`src/hw/rtl/mwu_pkg.sv`:
```
// Shared types, widths and constants of the momentum weight update unit.
package mwu_pkg;

   // Field and datapath widths.
   localparam int SAMPLE_W = 16;
   localparam int SUM_W = 40;
   localparam int MEAN_W = 32;
   localparam int CHANGE_W = 32;
   localparam int RATE_W = 24;
   localparam int Q16_W = 17;
   localparam int DIV_CNT_W = $clog2(SUM_W);

   // Shared multiplier: signed A operand by signed B operand.
   localparam int MUL_A_W = 33;
   localparam int MUL_B_W = 25;
   localparam int MUL_P_W = MUL_A_W + MUL_B_W;

   // Configuration port.
   localparam int CSR_IDX_W = 2;
   localparam int CSR_DATA_W = 24;

   // Default ensemble size limit.
   localparam int DEFAULT_MAX_ELEMENTS = 256;

   // Fixed-point constants.
   localparam logic [RATE_W-1:0] RATE_RESET = 24'd10486;
   localparam logic [Q16_W-1:0] ONE_Q16 = 17'h10000;
   localparam int RECIP_W = 16;
   // 52429 / 2^19 gives an exact floor of x / 10 for every x up to one.
   localparam logic [RECIP_W-1:0] TENTH_RECIP = 16'd52429;
   localparam int TENTH_SHIFT = 19;
   localparam int DELTA_SHIFT = 34;
   localparam int Q16_SHIFT = 16;

   // Configuration register indexes.
   typedef enum logic [CSR_IDX_W-1:0] {
      CSR_INITIAL_RATE = 2'd0,
      CSR_MOMENTUM     = 2'd1,
      CSR_RATE_DECAY   = 2'd2
   } csr_index_type;

   // Operand selection of the shared multiplier.
   typedef enum logic [2:0] {
      MUL_DELTA = 3'd0,
      MUL_NEW   = 3'd1,
      MUL_OLD   = 3'd2,
      MUL_TENTH = 3'd3,
      MUL_RATE  = 3'd4
   } mul_op_type;

   // Commands from the controller to the datapath.
   typedef struct packed {
      logic       accept;
      logic       div_load;
      logic       div_step;
      logic       mean_load;
      logic       mul_en;
      mul_op_type mul_op;
      logic       delta_load;
      logic       blend_load;
      logic       blend_add;
      logic       finish;
   } cmd_type;

   // Status from the datapath to the controller.
   typedef struct packed {
      logic div_done;
   } status_type;

endpackage

```
`src/hw/rtl/mwu_ctrl.sv`:
```
// Sequencing state machine of the momentum weight update unit.
module mwu_ctrl (
   input  logic                 clock,
   input  logic                 reset,
   input  logic                 start,
   input  logic                 req_last,
   input  mwu_pkg::status_type  status,
   output logic                 busy,
   output mwu_pkg::cmd_type     cmd
);

   typedef enum logic [9:0] {
      ST_IDLE      = 10'b00_0000_0001,
      ST_LOAD      = 10'b00_0000_0010,
      ST_DIVIDE    = 10'b00_0000_0100,
      ST_MEAN      = 10'b00_0000_1000,
      ST_MUL_DELTA = 10'b00_0001_0000,
      ST_DELTA     = 10'b00_0010_0000,
      ST_MUL_NEW   = 10'b00_0100_0000,
      ST_MUL_OLD   = 10'b00_1000_0000,
      ST_MUL_TENTH = 10'b01_0000_0000,
      ST_MUL_RATE  = 10'b10_0000_0000
   } state_type;

   state_type state_ff;
   state_type state_in;
   logic      finish_ff;
   logic      finish_in;

   // The last step of an ensemble writes back the results while the state
   // machine already returns to idle.
   assign busy = (state_ff != ST_IDLE) || finish_ff;

   // Next state and command decode.
   always_comb begin
      state_in = state_ff;
      finish_in = 1'b0;
      cmd = '0;
      cmd.mul_op = mwu_pkg::MUL_DELTA;
      cmd.finish = finish_ff;
      case (state_ff)
         ST_IDLE: begin
            cmd.accept = start && !finish_ff;
            if (start && !finish_ff && req_last) begin
               state_in = ST_LOAD;
            end
         end
         ST_LOAD: begin
            cmd.div_load = 1'b1;
            state_in = ST_DIVIDE;
         end
         ST_DIVIDE: begin
            cmd.div_step = 1'b1;
            if (status.div_done) begin
               state_in = ST_MEAN;
            end
         end
         ST_MEAN: begin
            cmd.mean_load = 1'b1;
            state_in = ST_MUL_DELTA;
         end
         ST_MUL_DELTA: begin
            cmd.mul_en = 1'b1;
            cmd.mul_op = mwu_pkg::MUL_DELTA;
            state_in = ST_DELTA;
         end
         ST_DELTA: begin
            cmd.delta_load = 1'b1;
            state_in = ST_MUL_NEW;
         end
         ST_MUL_NEW: begin
            cmd.mul_en = 1'b1;
            cmd.mul_op = mwu_pkg::MUL_NEW;
            state_in = ST_MUL_OLD;
         end
         ST_MUL_OLD: begin
            cmd.mul_en = 1'b1;
            cmd.mul_op = mwu_pkg::MUL_OLD;
            cmd.blend_load = 1'b1;
            state_in = ST_MUL_TENTH;
         end
         ST_MUL_TENTH: begin
            cmd.mul_en = 1'b1;
            cmd.mul_op = mwu_pkg::MUL_TENTH;
            cmd.blend_add = 1'b1;
            state_in = ST_MUL_RATE;
         end
         ST_MUL_RATE: begin
            cmd.mul_en = 1'b1;
            cmd.mul_op = mwu_pkg::MUL_RATE;
            finish_in = 1'b1;
            state_in = ST_IDLE;
         end
         default: begin
            state_in = ST_IDLE;
         end
      endcase
   end

   // State registers.
   always_ff @(posedge clock) begin
      if (reset) begin
         state_ff <= ST_IDLE;
         finish_ff <= 1'b0;
      end else begin
         state_ff <= state_in;
         finish_ff <= finish_in;
      end
   end

endmodule

```
`config.mk`:
```
export PLATFORM = sky130hd
export DESIGN_NAME = mwu_ctrl
export DESIGN_NICKNAME = d
export VERILOG_FILES = /design/src/hw/rtl/mwu_pkg.sv /design/src/hw/rtl/mwu_ctrl.sv
export SDC_FILE = /design/constraint.sdc
export NUM_CORES = 1
export LEC_CHECK = 0
export ABC_AREA = 1
export BUFFER_PORTS_ARGS = -buffer_cell sky130_fd_sc_hd__buf_2
export CORE_UTILIZATION = 40
export DETAILED_ROUTE_END_ITERATION = 7
export PLACE_DENSITY = 0.6
export SLEW_MARGIN = 40
export SYNTH_ARGS = -nofsm -noshare
export SYNTH_HDL_FRONTEND = slang
export SYNTH_SLANG_ARGS = --single-unit
```
`constraint.sdc`:
```
create_clock -name clock -period 1.9 [get_ports clock]
set_clock_uncertainty 0.2 [all_clocks]
set_input_delay 0.57 -clock clock [delete_from_list [all_inputs] [get_ports clock]]
set_output_delay 0.57 -clock clock [all_outputs]
set_load 0.05 [all_outputs]
```
==> metrics.yaml <==
status: "finished, violations left"
failed_checks: "negative setup slack"
path_clk_slew_ps: 80
port-buffer-count: 17
swShare: 0.456
wl_um: 2130
total_power_mw: 1.31
tightest_slew_ps: 311
grt_overflow: 0
cp_slowest_cell: "dfxtp_2"
cpMostUsedCell: "nor2_4"
hold_viol: 0
wl_per_cell_um: 12.2
slowest_delay_ps: 340
syn_area_per_cell_sq_um: 6.26
cp-end-kind: "output port"
placed_cell_area_sq_um: 961
cts.sinks: 11
r2r_end: "state_ff[2]"
internal_power_mw: 0.712
rsz0062_at_grt: "yes"
firstDrtPassIters: 4
fin_area_sq_mm: 0.00128
pwr-share-comb: 0.642
slew_viol_final: 0
reg2reg_slack_ps: 210
worstPathMaxFanout: 4
p_leak_nw: 0.689
yosysWarnings: 0
ys_types: 17
drc: 0
pwr-share-seq: 0.224
crit_chain: "nor2_4, nand2_4, nor2_4, nand3_2, nand4_1, buf_6"
max_freq_mhz: 446
synth_seq_area_share: 0.329
ios: 18
fp.dieH_um: 42.9
ant_nets: 0
die-area_sq_mm: 0.00184
cts-root-buf: "clkbuf_4"
nets: 165
synth-simple-area-share: 0.469
grt_usage: 0.240
cts_buffer_depth: 2
synthAdderAreaFrac: 0
hold_path_depth: 2
finalCritPeriodShare: 1.18
final_common_cell: "buf_4"
muxShareOfSynthArea: 0
synth-xor-area-share: 0
clkPwrFrac: 0.134
core.rowCount: 14
power_density_mw_per_mm2: 1030
fin_crit_ps: 2240
numCtsBuffers: 3
hp-class: "flip-flop to flip-flop"
grt_pass1_vias: 756
arrival_ps: 1470
coreArea_sq_mm: 0.00154
max_slew_margin: 0.792
area_growth_syn_to_layout_pct: 90.8
die_x_um: 42.9
worst_hold_path.endpoint: "state_ff[1]"
n_antenna_cell: 0
via_count: 849
clk_latency_ps: 290
synth_nets: 112
vias_per_cell: 4.85
drt_iter0_drc: 7
synth_seq_cells: 11
power.switching_mw: 0.598
r2r_cells: 9
synth_top_family_by_area: "simple AND/OR/NAND/NOR gates"
grt_max_degree: 11
rr_startpoint: "state_ff[7]"
synth_compound_area_frac: 0.0393
syn_inst: 107
hp-start: "state_ff[1]"
final_cell_mix: "33 x buf_4, 16 x inv_1, 14 x nand2_1"
peakVddDrop_mv: 0.969
dp_hpwl_um: 1310
critical_path_class: "flip-flop to output port"
worst_slack_ps: -341
n_fill_cell: 99
drive_gt1_frac: 0.623
htreeDepth: 1
cts_tree: "built"
start_util: 0.434
antenna_found_initial: 0
fin_setup_tns_ps: -3010
maxCapViolations: 0
grt_pass1_wl_um: 3190
gp_congestion: 0.874
start_kind: "flip-flop"
required_ps: 1130
setup_viol: 12
synth_area_sq_um: 669
## routing by layer
layer,vias up,share of wire,GRT usage
met3,7,0.038,0.0511
met4,0,0.027,0.138
met2,20,0.54,0.406
li1,425,-,-
met5,-,0,0
met1,397,0.40,0.274
## area by class of cell
type	count	area, sq um	area share
clock buffer	4	26.3	0.0206
multi-input combinational	69	469	0.367
tap	16	20.0	0.0157
inverter	25	96.3	0.0754
sequential	11	231	0.181
timing repair buffer	50	434	0.340
## per-stage QoR
step	cells	hold slack, ps	setup WS [ps]	util
after floorplan	107	259	-97.8	-
after global placement	161	312	-118	0.623
after detailed placement	161	314	-125	0.623
after CTS	171	310	-266	0.751
after global routing	175	389	-387	0.829
final	175	335	-341	0.829
## kinds of logic (layout without fill, tap and decap cells)
| family | after synthesis | after routing |
|---|---|---|
| compound gates | 3 | 3 |
| buf+inv | 27 | 79 |
| flops | 11 | 11 |
| simple gates | 66 | 66 |
## critical path: cells and delay by family (launching register included)
family / cells / cell delay (ps)
flip-flops: 1 / 340
buffers and inverters: 1 / 170
AND/OR/NAND/NOR: 5 / 680
## timing repair
item / 4_1_cts / 5_1_grt
hold buffers: 0 / 0
setup buffers: 6 / 4
pin swaps: 9 / 9
setup endpoints to repair: 12 / 12
gates resized for setup: 40 / 30
## worst max path at each step
stage,end,depth (start not counted),slack [ps],start
floorplan,cmd[7],6,-100,state_ff[9]
global placement,cmd[7],6,-120,state_ff[1]
detailed placement,cmd[7],6,-130,state_ff[0]
CTS,cmd[7],6,-270,state_ff[1]
global route,cmd[7],7,-390,state_ff[5]
finish,cmd[7],6,-340,state_ff[7]
## synth_stat cells (all sizes together)
cell type	count	area share
nor3	7	0.052
o21ai	1	0.024
nand4	1	0.0094
nand2	23	0.14
nor2	25	0.17
a21oi	2	0.015
dfxtp	11	0.33
inv	25	0.14
nor3b	2	0.022
buf	2	0.022
nand3	8	0.067
## power groups by stage
stage	logic [mW]	registers (mW)	clock network (mW)
after floorplan	0.448	0.279	0
after detailed placement	0.667	0.280	0
after global routing	0.899	0.298	0.186
after global placement	0.665	0.279	0
final	0.841	0.293	0.175
after CTS	0.748	0.279	0.174
## sequential cells by signal, summed over array words and instances, names as in the netlist
register	cells
finish_ff	1
state_ff	10
Power figures use the tool's default switching activity.
